[src/rtl/core/htlp_pkg.sv]
// ----------------------------------------------------------------------------
// htlp_pkg: shared types and tables for the HTTP token list parser
// Beat structs, parser phases, octet classes, and the step table.
// ----------------------------------------------------------------------------
package htlp_pkg;

    // Input beat: one octet of the field value, or the end marker
    typedef struct packed {
        logic [7:0] data_byte;
        logic       is_end;
    } in_item_t;

    // Result beat: one per input beat
    typedef struct packed {
        logic       char_valid;
        logic [7:0] char_out;
        logic       token_end;
        logic       field_done;
        logic       matched;
        logic       parse_error;
    } out_item_t;

    // Parser phases
    typedef enum logic [2:0] {
        PH_START = 3'd0,
        PH_FIRST = 3'd1,
        PH_TOKEN = 3'd2,
        PH_AFTER = 3'd3,
        PH_COMMA = 3'd4,
        PH_FAIL  = 3'd5
    } phase_t;

    // Octet classes; end marker gets its own class
    typedef enum logic [2:0] {
        CLS_INVALID = 3'd0,
        CLS_TCHAR   = 3'd1,
        CLS_COMMA   = 3'd2,
        CLS_SPACE   = 3'd3,
        CLS_END     = 3'd4
    } cls_t;

    // Action taken on a transition
    typedef enum logic [1:0] {
        ACT_NONE  = 2'd0,
        ACT_EMIT  = 2'd1,
        ACT_CLOSE = 2'd2
    } act_t;

    // One step table entry
    typedef struct packed {
        logic   ok;
        act_t   act;
        phase_t nxt;
    } step_t;

    // Registered input beat with its class
    typedef struct packed {
        logic       valid;
        logic [7:0] data_byte;
        logic       is_end;
        cls_t       cls;
    } stage_t;

    localparam logic [7:0] ASCII_UPPER_A = 8'h41;
    localparam logic [7:0] ASCII_UPPER_Z = 8'h5A;
    localparam logic [7:0] CASE_OFFSET   = 8'h20;

    // 4-bit class per octet 0..127, eight octets per word, first octet in
    // the top nibble
    localparam logic [31:0] OCTET_CLASS_TABLE [16] = '{
        32'h00000000, 32'h03000000, 32'h00000000, 32'h00000000,
        32'h31011111, 32'h00112110, 32'h11111111, 32'h11000000,
        32'h01111111, 32'h11111111, 32'h11111111, 32'h11100011,
        32'h11111111, 32'h11111111, 32'h11111111, 32'h11101010
    };

    // Class of a raw octet; anything 128 and up is invalid
    function automatic cls_t octet_class(input logic [7:0] b);
        logic [31:0] word;
        logic [4:0]  sh;
        logic [31:0] shifted;
        cls_t        c;
        word    = OCTET_CLASS_TABLE[b[6:3]];
        sh      = {3'd7 - b[2:0], 2'b00};
        shifted = word >> sh;
        if (b[7])
            c = CLS_INVALID;
        else
            c = cls_t'(shifted[2:0]);
        return c;
    endfunction

    // Transition table for a resolved phase (never START)
    function automatic step_t step_lookup(input phase_t p, input cls_t c);
        step_t s;
        s = '{ok: 1'b0, act: ACT_NONE, nxt: PH_FAIL};
        unique case (p)
            PH_FIRST:
                unique case (c)
                    CLS_TCHAR: s = '{ok: 1'b1, act: ACT_EMIT, nxt: PH_TOKEN};
                    CLS_COMMA: s = '{ok: 1'b1, act: ACT_NONE, nxt: PH_FIRST};
                    CLS_SPACE: s = '{ok: 1'b1, act: ACT_NONE, nxt: PH_FIRST};
                    default:   s = '{ok: 1'b0, act: ACT_NONE, nxt: PH_FAIL};
                endcase
            PH_TOKEN:
                unique case (c)
                    CLS_TCHAR: s = '{ok: 1'b1, act: ACT_EMIT,  nxt: PH_TOKEN};
                    CLS_COMMA: s = '{ok: 1'b1, act: ACT_CLOSE, nxt: PH_COMMA};
                    CLS_SPACE: s = '{ok: 1'b1, act: ACT_CLOSE, nxt: PH_AFTER};
                    CLS_END:   s = '{ok: 1'b1, act: ACT_CLOSE, nxt: PH_START};
                    default:   s = '{ok: 1'b0, act: ACT_NONE,  nxt: PH_FAIL};
                endcase
            PH_AFTER:
                unique case (c)
                    CLS_COMMA: s = '{ok: 1'b1, act: ACT_NONE, nxt: PH_COMMA};
                    CLS_SPACE: s = '{ok: 1'b1, act: ACT_NONE, nxt: PH_AFTER};
                    CLS_END:   s = '{ok: 1'b1, act: ACT_NONE, nxt: PH_START};
                    default:   s = '{ok: 1'b0, act: ACT_NONE, nxt: PH_FAIL};
                endcase
            PH_COMMA:
                unique case (c)
                    CLS_TCHAR: s = '{ok: 1'b1, act: ACT_EMIT, nxt: PH_TOKEN};
                    CLS_COMMA: s = '{ok: 1'b1, act: ACT_NONE, nxt: PH_COMMA};
                    CLS_SPACE: s = '{ok: 1'b1, act: ACT_NONE, nxt: PH_COMMA};
                    CLS_END:   s = '{ok: 1'b1, act: ACT_NONE, nxt: PH_START};
                    default:   s = '{ok: 1'b0, act: ACT_NONE, nxt: PH_FAIL};
                endcase
            default:
                s = '{ok: 1'b0, act: ACT_NONE, nxt: PH_FAIL};
        endcase
        return s;
    endfunction

    // ASCII lower case
    function automatic logic [7:0] to_lower(input logic [7:0] b);
        logic [7:0] r;
        if (b >= ASCII_UPPER_A && b <= ASCII_UPPER_Z)
            r = b + CASE_OFFSET;
        else
            r = b;
        return r;
    endfunction

endpackage

[src/rtl/core/htlp_in_stage.sv]
// ----------------------------------------------------------------------------
// htlp_in_stage: input register
// Captures one input beat, classifies the octet on the way in, and holds it
// while the parser stage is stalled.
// ----------------------------------------------------------------------------
module htlp_in_stage (
    input  logic              clk,
    input  logic              rst_n,
    input  logic              in_valid,
    output logic              in_stall,
    input  htlp_pkg::in_item_t in_data,
    input  logic              advance,
    output htlp_pkg::stage_t  stage
);
    import htlp_pkg::*;

    logic       valid_reg;
    logic       valid_next;
    logic [7:0] byte_reg;
    logic       end_reg;
    cls_t       cls_reg;
    logic       load;

    // Register is free when empty or when its beat moves on this cycle
    assign in_stall = valid_reg && !advance;
    assign load     = in_valid && !in_stall;

    always_comb
    begin
        valid_next = valid_reg;
        if (load)
            valid_next = 1'b1;
        else if (advance)
            valid_next = 1'b0;
    end

    always_ff @(posedge clk or negedge rst_n)
    begin
        if (!rst_n)
            valid_reg <= 1'b0;
        else
            valid_reg <= valid_next;
    end

    // Payload, class computed before the register
    always_ff @(posedge clk)
    begin
        if (load)
        begin
            byte_reg <= in_data.data_byte;
            end_reg  <= in_data.is_end;
            cls_reg  <= in_data.is_end ? CLS_END : octet_class(in_data.data_byte);
        end
    end

    assign stage = '{valid: valid_reg, data_byte: byte_reg, is_end: end_reg,
                     cls: cls_reg};

endmodule

[src/rtl/core/htlp_fsm.sv]
// ----------------------------------------------------------------------------
// htlp_fsm: token list automaton
// Holds the parse phase and forms the result beat for the registered input.
// ----------------------------------------------------------------------------
module htlp_fsm (
    input  logic                clk,
    input  logic                rst_n,
    input  htlp_pkg::stage_t    stage,
    input  logic                step,
    input  logic                require_one_token,
    output htlp_pkg::out_item_t result
);
    import htlp_pkg::*;

    phase_t phase_reg;
    phase_t phase_next;
    phase_t eff_phase;
    step_t  tr;

    // Start phase resolves from the config bit
    always_comb
    begin
        if (phase_reg == PH_START)
            eff_phase = require_one_token ? PH_FIRST : PH_COMMA;
        else
            eff_phase = phase_reg;
        tr = step_lookup(eff_phase, stage.cls);
    end

    // Next state
    always_comb
    begin
        phase_next = phase_reg;
        if (step)
        begin
            if (stage.is_end)
                phase_next = PH_START;
            else if (eff_phase == PH_FAIL)
                phase_next = PH_FAIL;
            else if (!tr.ok)
                phase_next = PH_FAIL;
            else
                phase_next = tr.nxt;
        end
    end

    always_ff @(posedge clk or negedge rst_n)
    begin
        if (!rst_n)
            phase_reg <= PH_START;
        else
            phase_reg <= phase_next;
    end

    // Outputs
    always_comb
    begin
        result = '0;
        if (stage.is_end)
        begin
            result.field_done = 1'b1;
            if (eff_phase != PH_FAIL)
            begin
                if (tr.ok)
                begin
                    result.matched   = 1'b1;
                    result.token_end = (tr.act == ACT_CLOSE);
                end
                else
                begin
                    result.parse_error = 1'b1;
                end
            end
        end
        else if (eff_phase != PH_FAIL)
        begin
            if (!tr.ok)
                result.parse_error = 1'b1;
            else
            begin
                unique case (tr.act)
                    ACT_EMIT:
                    begin
                        result.char_valid = 1'b1;
                        result.char_out   = to_lower(stage.data_byte);
                    end
                    ACT_CLOSE: result.token_end = 1'b1;
                    ACT_NONE:  result = '0;
                    default:   result = '0;
                endcase
            end
        end
    end

    // Checks
    a_end_restarts: assert property (@(posedge clk) disable iff (!rst_n)
        step && stage.is_end |=> phase_reg == PH_START)
        else $error("phase not back to start after end marker");

    a_fail_silent: assert property (@(posedge clk) disable iff (!rst_n)
        step && !stage.is_end && phase_reg == PH_FAIL |-> result == '0)
        else $error("output after failure");

    a_error_enters_fail: assert property (@(posedge clk) disable iff (!rst_n)
        step && !stage.is_end && result.parse_error |=> phase_reg == PH_FAIL)
        else $error("error without failed phase");

    a_match_needs_done: assert property (@(posedge clk) disable iff (!rst_n)
        result.matched |-> result.field_done && !result.parse_error)
        else $error("match outside end marker");

endmodule

[src/rtl/core/http_token_list_parser_unit.sv]
// ----------------------------------------------------------------------------
// http_token_list_parser_unit: HTTP comma-separated token list parser
// Takes one octet of a header field value per beat, or an end marker, and
// returns one result beat per input beat: a lowercased token character, a
// token end flag, or on the end marker whether the list matched. The parser
// accepts one beat every clock cycle unless held by in_stall; each beat passes
// an input register and then a result register, from which its result is
// offered and leaves when the output is not stalled. The loop through the
// parse phase register sets that rate. An error flags the first bad octet;
// later octets give empty results until the end marker restarts the parser.
// The config bit require_one_token (reset 1) makes an empty list fail; write
// it only while the parser is idle. On a failed field the consumer drops the
// tokens it got.
// ----------------------------------------------------------------------------
module http_token_list_parser_unit (
    input  logic                clk,
    input  logic                rst_n,
    input  logic                in_valid,
    output logic                in_stall,
    input  htlp_pkg::in_item_t  in_data,
    output logic                out_valid,
    input  logic                out_stall,
    output htlp_pkg::out_item_t out_data,
    input  logic                cfg_valid,
    output logic                cfg_ready,
    input  logic                cfg_data
);
    import htlp_pkg::*;

    stage_t    stage;
    out_item_t result;
    logic      advance;
    logic      step;
    logic      req_reg;
    logic      out_valid_reg;
    out_item_t out_data_reg;

    // Result register can take a beat when empty or draining
    assign advance = !out_valid_reg || !out_stall;
    assign step    = stage.valid && advance;

    htlp_in_stage u_in (
        .clk      (clk),
        .rst_n    (rst_n),
        .in_valid (in_valid),
        .in_stall (in_stall),
        .in_data  (in_data),
        .advance  (advance),
        .stage    (stage)
    );

    htlp_fsm u_fsm (
        .clk               (clk),
        .rst_n             (rst_n),
        .stage             (stage),
        .step              (step),
        .require_one_token (req_reg),
        .result            (result)
    );

    // Config register
    assign cfg_ready = 1'b1;

    always_ff @(posedge clk or negedge rst_n)
    begin
        if (!rst_n)
            req_reg <= 1'b1;
        else if (cfg_valid && cfg_ready)
            req_reg <= cfg_data;
    end

    // Result register
    always_ff @(posedge clk or negedge rst_n)
    begin
        if (!rst_n)
            out_valid_reg <= 1'b0;
        else if (advance)
            out_valid_reg <= stage.valid;
    end

    always_ff @(posedge clk)
    begin
        if (step)
            out_data_reg <= result;
    end

    assign out_valid = out_valid_reg;
    assign out_data  = out_data_reg;

endmodule

[config.mk]
export PLATFORM = sky130hd
export DESIGN_NAME = http_token_list_parser_unit
export DESIGN_NICKNAME = d
export VERILOG_FILES = /design/src/rtl/core/htlp_pkg.sv /design/src/rtl/core/htlp_in_stage.sv /design/src/rtl/core/htlp_fsm.sv /design/src/rtl/core/http_token_list_parser_unit.sv
export SDC_FILE = /design/constraint.sdc
export NUM_CORES = 1
export LEC_CHECK = 0
export BUFFER_PORTS_ARGS = -buffer_cell sky130_fd_sc_hd__buf_2
export CAP_MARGIN = 20
export CORE_ASPECT_RATIO = 0.9
export CORE_UTILIZATION = 50
export CTS_CLUSTER_DIAMETER = 80
export DETAILED_ROUTE_END_ITERATION = 8
export PLACE_DENSITY = 0.73
export SYNTH_ARGS = -nofsm -noshare
export SYNTH_HDL_FRONTEND = slang
export SYNTH_SLANG_ARGS = --single-unit
[constraint.sdc]
create_clock -name clk -period 2.9 [get_ports clk]
set_clock_uncertainty 0.2 [all_clocks]
set_input_delay 0.58 -clock clk [delete_from_list [all_inputs] [get_ports clk]]
set_output_delay 0.58 -clock clk [all_outputs]
set_load 0.02 [all_outputs]
==> impl_metrics.toml, run 1 <==
[run_status]
outcome = "complete, no violations"

[sta]
post-route-min-period_ns = 2.20
relSlewSlack = 0.589
setup_viol = 0
rsz0062_at_grt = "no"
fmax_mhz = 455
layout_setup_ws_ns = 0.700
fin_crit_sh = 0.759
tightest_slew_ns = 0.611
setup_tns_ns = 0
hold_violations = 0
maxSlewViolCount = 0

[layout]
multiInputGateArea_um2 = 678
fillers = 260
diodes = 0
largest_reg_flops = 13
register_area_um2 = 902
nets = 202
syn_to_final_growth_pct = 16.4
drive_above_1_share = 0.244

[placement]
io_buffers = 29
place.gp.congestion = 0.948
place_ws_ns = 0.527
dp_hpwl_um = 2140

[clocking]
cts_resized = 0
htree_levels = 2
clock_latency_ns = 0.33
clkTransAtPathRegs_ns = 0.10
cts_buffer_depth = 2
post_cts_buffers = 0
cts_tree = "yes"
numClockSinks = 31
cts_root_buf = "clkbuf_4"
cts_buffers = 5

[floorplanning]
num_rows = 19
die_h_um = 56.3
fp.dieArea_um2 = 3510
core_um2 = 3090
ios = 31
dieWidth_um = 62.3
initial_utilization = 0.530

[detailed_routing]
vias = 1196
avgViaCountPerCell = 5.39
final_antenna_net_count = 0
drt_pass1_iterations = 4
avgRoutedWirePerCell_um = 12.8
wl_um = 2840
drt_iter0_drc = 44
drc_errors = 0

[synthesis]
synthCells = 145
syn_area_um2 = 1640
syn_nets = 168
ys_types = 41
ys_warn_count = 0
synth_seq_area_share = 0.551
synth_most_common_cell = "edfxtp_1"
synth.avg_cell_area_um2 = 11.3
yosys-top-cells-count = "edfxtp_1, a21oi_1, inv_1, nor2_1, nand2_1"
synth_top_cell_area_share = 0.459
synth_edf_count = 25
async_flop_share = 0.194
synthTopCellsByArea = "edfxtp_1, dfrtp_1, ha_1"
synth_top_area_cell = "edfxtp_1"
ys_ff_latch = 31
synthFlopType = "edfxtp_1"

[grt]
grt_pass1_vias = 1042
use_met1 = 0.228
grt_pass1_wl_um = 4750
gr-total-overflow = 0
groute.layer.met3.usage = 0.0549
grt.busiest_layer = "met2"
grt_max_degree = 15
grt.total_usage = 0.180
antenna_found_initial = 0
grt.met2_usage = 0.276

[worst_setup_path]
path_class = "register to register"
cp_data_required_time_ns = 2.92
cp-start-kind = "register"
r2r_slack_ns = 0.70
r2r_end = "u_fsm.phase_reg[2]$_DFFE_PN0P_"
slowest_stage = "edfxtp_1"
r2r-start = "u_in.cls_reg[1]$_SDFFCE_PP0P_"
end_kind = "register"
arrival_ns = 2.22
r2r_cells = 5
startpoint = "u_in.cls_reg[1]$_SDFFCE_PP0P_"
path_cells = "or3b_4, a2111oi_4, a211oi_2, nor4_1, o31ai_1"
crit_fanout = 8
cpPeakStageDelay_ns = 0.51

[power_and_ir_drop]
finalPower_uw = 1060
p_per_area_nw_per_um2 = 556
ir_drop_mv = 0.317
leakagePower_uw = 0.000791

[worst_hold_path]
hold_end = "u_in.valid_reg$_DFFE_PN0P_"
hold_path_class = "input port to register"
worstHoldStart = "in_valid"
hold_depth = 2

[run]
maxCapViolations = 0
## critical path, delay by kind of cell, from the launching register on
kind | cells | cell delay (ns)
and+or+nand+nor | 2 | 0.77
AOI/OAI and AO/OA | 3 | 0.60
DFF | 1 | 0.51
## routing by layer
layer  up-vias  part of all wire
met5         -                 0
met4         0             0.025
met3         8             0.052
met2        37              0.48
met1       557              0.45
li1        594                 -
## area by class of cell
cell class                      count  area share
Timing Repair Buffer               30      0.0814
Multi-Input combinational cell    100       0.356
Sequential cell                    31       0.473
Clock inverter                      3      0.0204
Inverter                           11      0.0217
Tap cell                           42      0.0276
Clock buffer                        5      0.0197
## layout by cell type, fill, tap and decap left out, drive strengths merged, types with 3 or more instances in the layout
master and n:
nand2 10, o21ai 3, nor2b 5, inv 11
o31ai 3, ha 8, nand2b 9, clkbuf 5
and2 6, buf 29, dfrtp 5, nor2 11
nor4 4, a21oi 12, edfxtp 25, a211oi 4
## how the worst max path moves through the flow
stage / endpoint / slack (ns) / depth (start not counted)
3_3_place_gp: u_in.cls_reg[0]$_SDFFCE_PP0P_ / 0.61 / 9
3_5_place_dp: u_in.cls_reg[0]$_SDFFCE_PP0P_ / 0.53 / 9
5_1_grt: u_fsm.phase_reg[2]$_DFFE_PN0P_ / 0.52 / 5
2_1_floorplan: u_in.cls_reg[0]$_SDFFCE_PP0P_ / 0.77 / 8
6_report: u_fsm.phase_reg[2]$_DFFE_PN0P_ / 0.70 / 5
4_1_cts: u_fsm.phase_reg[2]$_DFFE_PN0P_ / 0.73 / 5
## timing repair
item / CTS / global route
hold endpoints to repair: 5 / 0
hold buffers: 1 / 0
setup endpoints to repair: 0 / 0
## cells by family (layout without fill, tap and decap cells)
family	Yosys count	in the layout	synth area share
buffers and inverters	14	49	0.0344
DFF	31	31	0.551
and+or+nand+nor	55	55	0.186
muxes	2	2	0.0130
adders and majority gates	8	8	0.0612
AOI/OAI and AO/OA	34	34	0.152
other	1	1	0.00229
## power by group
part	leakage (uW)	switching (uW)	internal, uW
clock	0.0000426	148	177
sequential	0.000316	36.5	524
combinational	0.000433	106	67.5
## through the flow
stage                     cell area, um^2  utilization  hold WS, ns  instances
after detailed placement             1820        0.589        0.219        213
after global routing                 1910        0.617        0.245        222
final                                1910        0.617        0.247        222
after global placement               1820        0.589        0.207        213
after floorplan                      1640            -       0.0844        145
after CTS                            1910        0.617        0.245        222
No activity file was read; power rests on OpenSTA's default activity.
==> inputs of run 2 (changes only) <==
==> constraint.sdc (replaced) <==
create_clock -name clk -period 2.1 [get_ports clk]
set_clock_uncertainty 0.2 [all_clocks]
set_input_delay 0.42 -clock clk [delete_from_list [all_inputs] [get_ports clk]]
set_output_delay 0.42 -clock clk [all_outputs]
set_load 0.02 [all_outputs]
==> run 2 against run 1 <==
Effect of this change:
- final cell count rose by 4.5%
- non-clock buffer count up 11
- via count up 6.9%
- global-route usage increased by 0.31 points
- count of clock-buffer cells in the layout did not move
- combinational power up 64%
- critical path type unchanged
- largest cell class unchanged
==> impl_metrics.toml, run 2 (synthesis gave the netlist of run 1 again) <==
[run_status]
outcome = "complete, no violations"

[layout]
design_area_um2 = 1980
nets = 213
multiInputGateArea_um2 = 698
most-common-layout-cells = "buf_2, edfxtp_1, a21oi_1"
drive_above_1_share = 0.295
diodes = 0
final_common_cell = "buf_2"
syn_to_final_growth_pct = 20.9
largest_reg_flops = 13
fillers = 255
register_area_um2 = 902

[worst_setup_path]
r2r_cells = 5
cp_data_required_time_ns = 2.10
r2r_end = "u_fsm.phase_reg[2]$_DFFE_PN0P_"
arrival_ns = 2.05
crit_fanout = 4
slowest_stage = "or3b_4"
r2r-start = "u_in.cls_reg[0]$_SDFFCE_PP0P_"
cpPeakStageDelay_ns = 0.44
cp-start-kind = "register"
end_kind = "register"
path_class = "register to register"
path_cells = "or3b_4, a2111oi_4, a211oi_4, nor4_2, o31ai_1"
r2r_slack_ns = 0.04

[sta]
post-route-min-period_ns = 2.06
setup_tns_ns = 0
fmax_mhz = 486
setup_viol = 0
relSlewSlack = 0.618
maxSlewViolCount = 0
fin_crit_sh = 0.979
tightest_slew_ns = 0.565
hold_violations = 0

[placement]
dp_hpwl_um = 2270
place.gp.congestion = 0.944
placed_area_um2 = 1900
io_buffers = 29

[clocking]
cts_root_buf = "clkbuf_4"
clock_latency_ns = 0.31
cts_buffers = 5
htree_levels = 2
cts_tree = "yes"
post_cts_buffers = 0
numClockSinks = 31
cts_buffer_depth = 2
clkTransAtPathRegs_ns = 0.08

[floorplanning]
dieWidth_um = 62.3
initial_utilization = 0.530
num_rows = 19
fp.dieArea_um2 = 3510
core_um2 = 3090
die_h_um = 56.3
ios = 31

[power_and_ir_drop]
power.share.sequential = 0.569
combPwrFrac = 0.211
p_clk_frac = 0.220
switching_share = 0.289
ir_drop_mv = 0.424
p_per_area_nw_per_um2 = 681
leakagePower_uw = 0.000837
p_switching_uw = 389
internal_power_uw = 958

[run]
maxCapViolations = 0

[detailed_routing]
final_antenna_net_count = 0
wl_um = 3030
avgViaCountPerCell = 5.51
drt_pass1_iterations = 4
drc_errors = 0
drt_iter0_drc = 39
avgRoutedWirePerCell_um = 13.0
vias = 1278

[grt]
grt_max_degree = 14
grt_pass1_wl_um = 4900
grt_pass1_vias = 1117
grt.total_usage = 0.183
antenna_found_initial = 0
gr-total-overflow = 0

[worst_hold_path]
hold_depth = 2
hold_end = "u_in.valid_reg$_DFFE_PN0P_"
hold_path_class = "input port to register"
worstHoldStart = "in_valid"
[run 2: stage by stage]
| stage | hold slack (ns) | total power (uW) | cells | util | worst slack [ns] |
|---|---|---|---|---|---|
| after floorplan | -0.0756 | 946 | 145 | - | 0.121 |
| after global placement | 0.0459 | 1030 | 224 | 0.615 | -0.000745 |
| after detailed placement | 0.0536 | 1050 | 224 | 0.615 | -0.0311 |
| after CTS | 0.0910 | 1350 | 232 | 0.634 | 0.0650 |
| after global routing | 0.106 | 1420 | 232 | 0.640 | -0.0354 |
| final | 0.101 | 1350 | 232 | 0.640 | 0.0440 |
[run 2: layout make-up]
| class | instances | share of cell area |
|---|---|---|
| Clock inverter | 2 | 0.00443 |
| Tap cell | 42 | 0.0266 |
| Timing Repair Buffer | 41 | 0.120 |
| Inverter | 11 | 0.0209 |
| Multi-Input combinational cell | 100 | 0.353 |
| Clock buffer | 5 | 0.0190 |
| Sequential cell | 31 | 0.456 |
[run 2: worst max path at each step]
stage | depth (start not counted) | slack [ns] | end | startpoint
6_report | 5 | 0.04 | u_fsm.phase_reg[2]$_DFFE_PN0P_ | u_in.cls_reg[0]$_SDFFCE_PP0P_
3_3_place_gp | 9 | -0.0007 | u_in.cls_reg[0]$_SDFFCE_PP0P_ | in_data[5]
4_1_cts | 6 | 0.07 | u_fsm.phase_reg[2]$_DFFE_PN0P_ | u_in.cls_reg[1]$_SDFFCE_PP0P_
2_1_floorplan | 5 | 0.12 | u_fsm.phase_reg[2]$_DFFE_PN0P_ | u_in.cls_reg[1]$_SDFFCE_PP0P_
3_5_place_dp | 9 | -0.03 | u_in.cls_reg[0]$_SDFFCE_PP0P_ | in_data[5]
5_1_grt | 5 | -0.04 | u_fsm.phase_reg[2]$_DFFE_PN0P_ | u_in.cls_reg[1]$_SDFFCE_PP0P_
[run 2: repair_timing]
action,in CTS,in global routing
setup endpoints to repair,0,2
hold buffers,1,0
endpoints found under the hold margin,6,0
resized for setup,0,3
[run 2: worst max-delay path, delay by kind of cell (launching register included)]
| kind | cells | cell delay (ns) |
|---|---|---|
| and+or+nand+nor | 2 | 0.75 |
| DFF | 1 | 0.39 |
| AOI/OAI and AO/OA | 3 | 0.60 |
[run 2: power groups by stage]
stage	combinational [uW]	sequential (uW)	clock, uW
final	284	766	297
after detailed placement	268	780	0
after global placement	259	776	0
after floorplan	150	796	0
after CTS	272	766	309
after global routing	312	775	330
[run 2: layer usage]
metal / global-route usage / up-vias / wire length (um)
met5: 0 / - / 0
met4: 0.0831 / 0 / 48
met3: 0.0630 / 6 / 190
met2: 0.309 / 49 / 1540
met1: 0.212 / 608 / 1240
li1: - / 615 / -
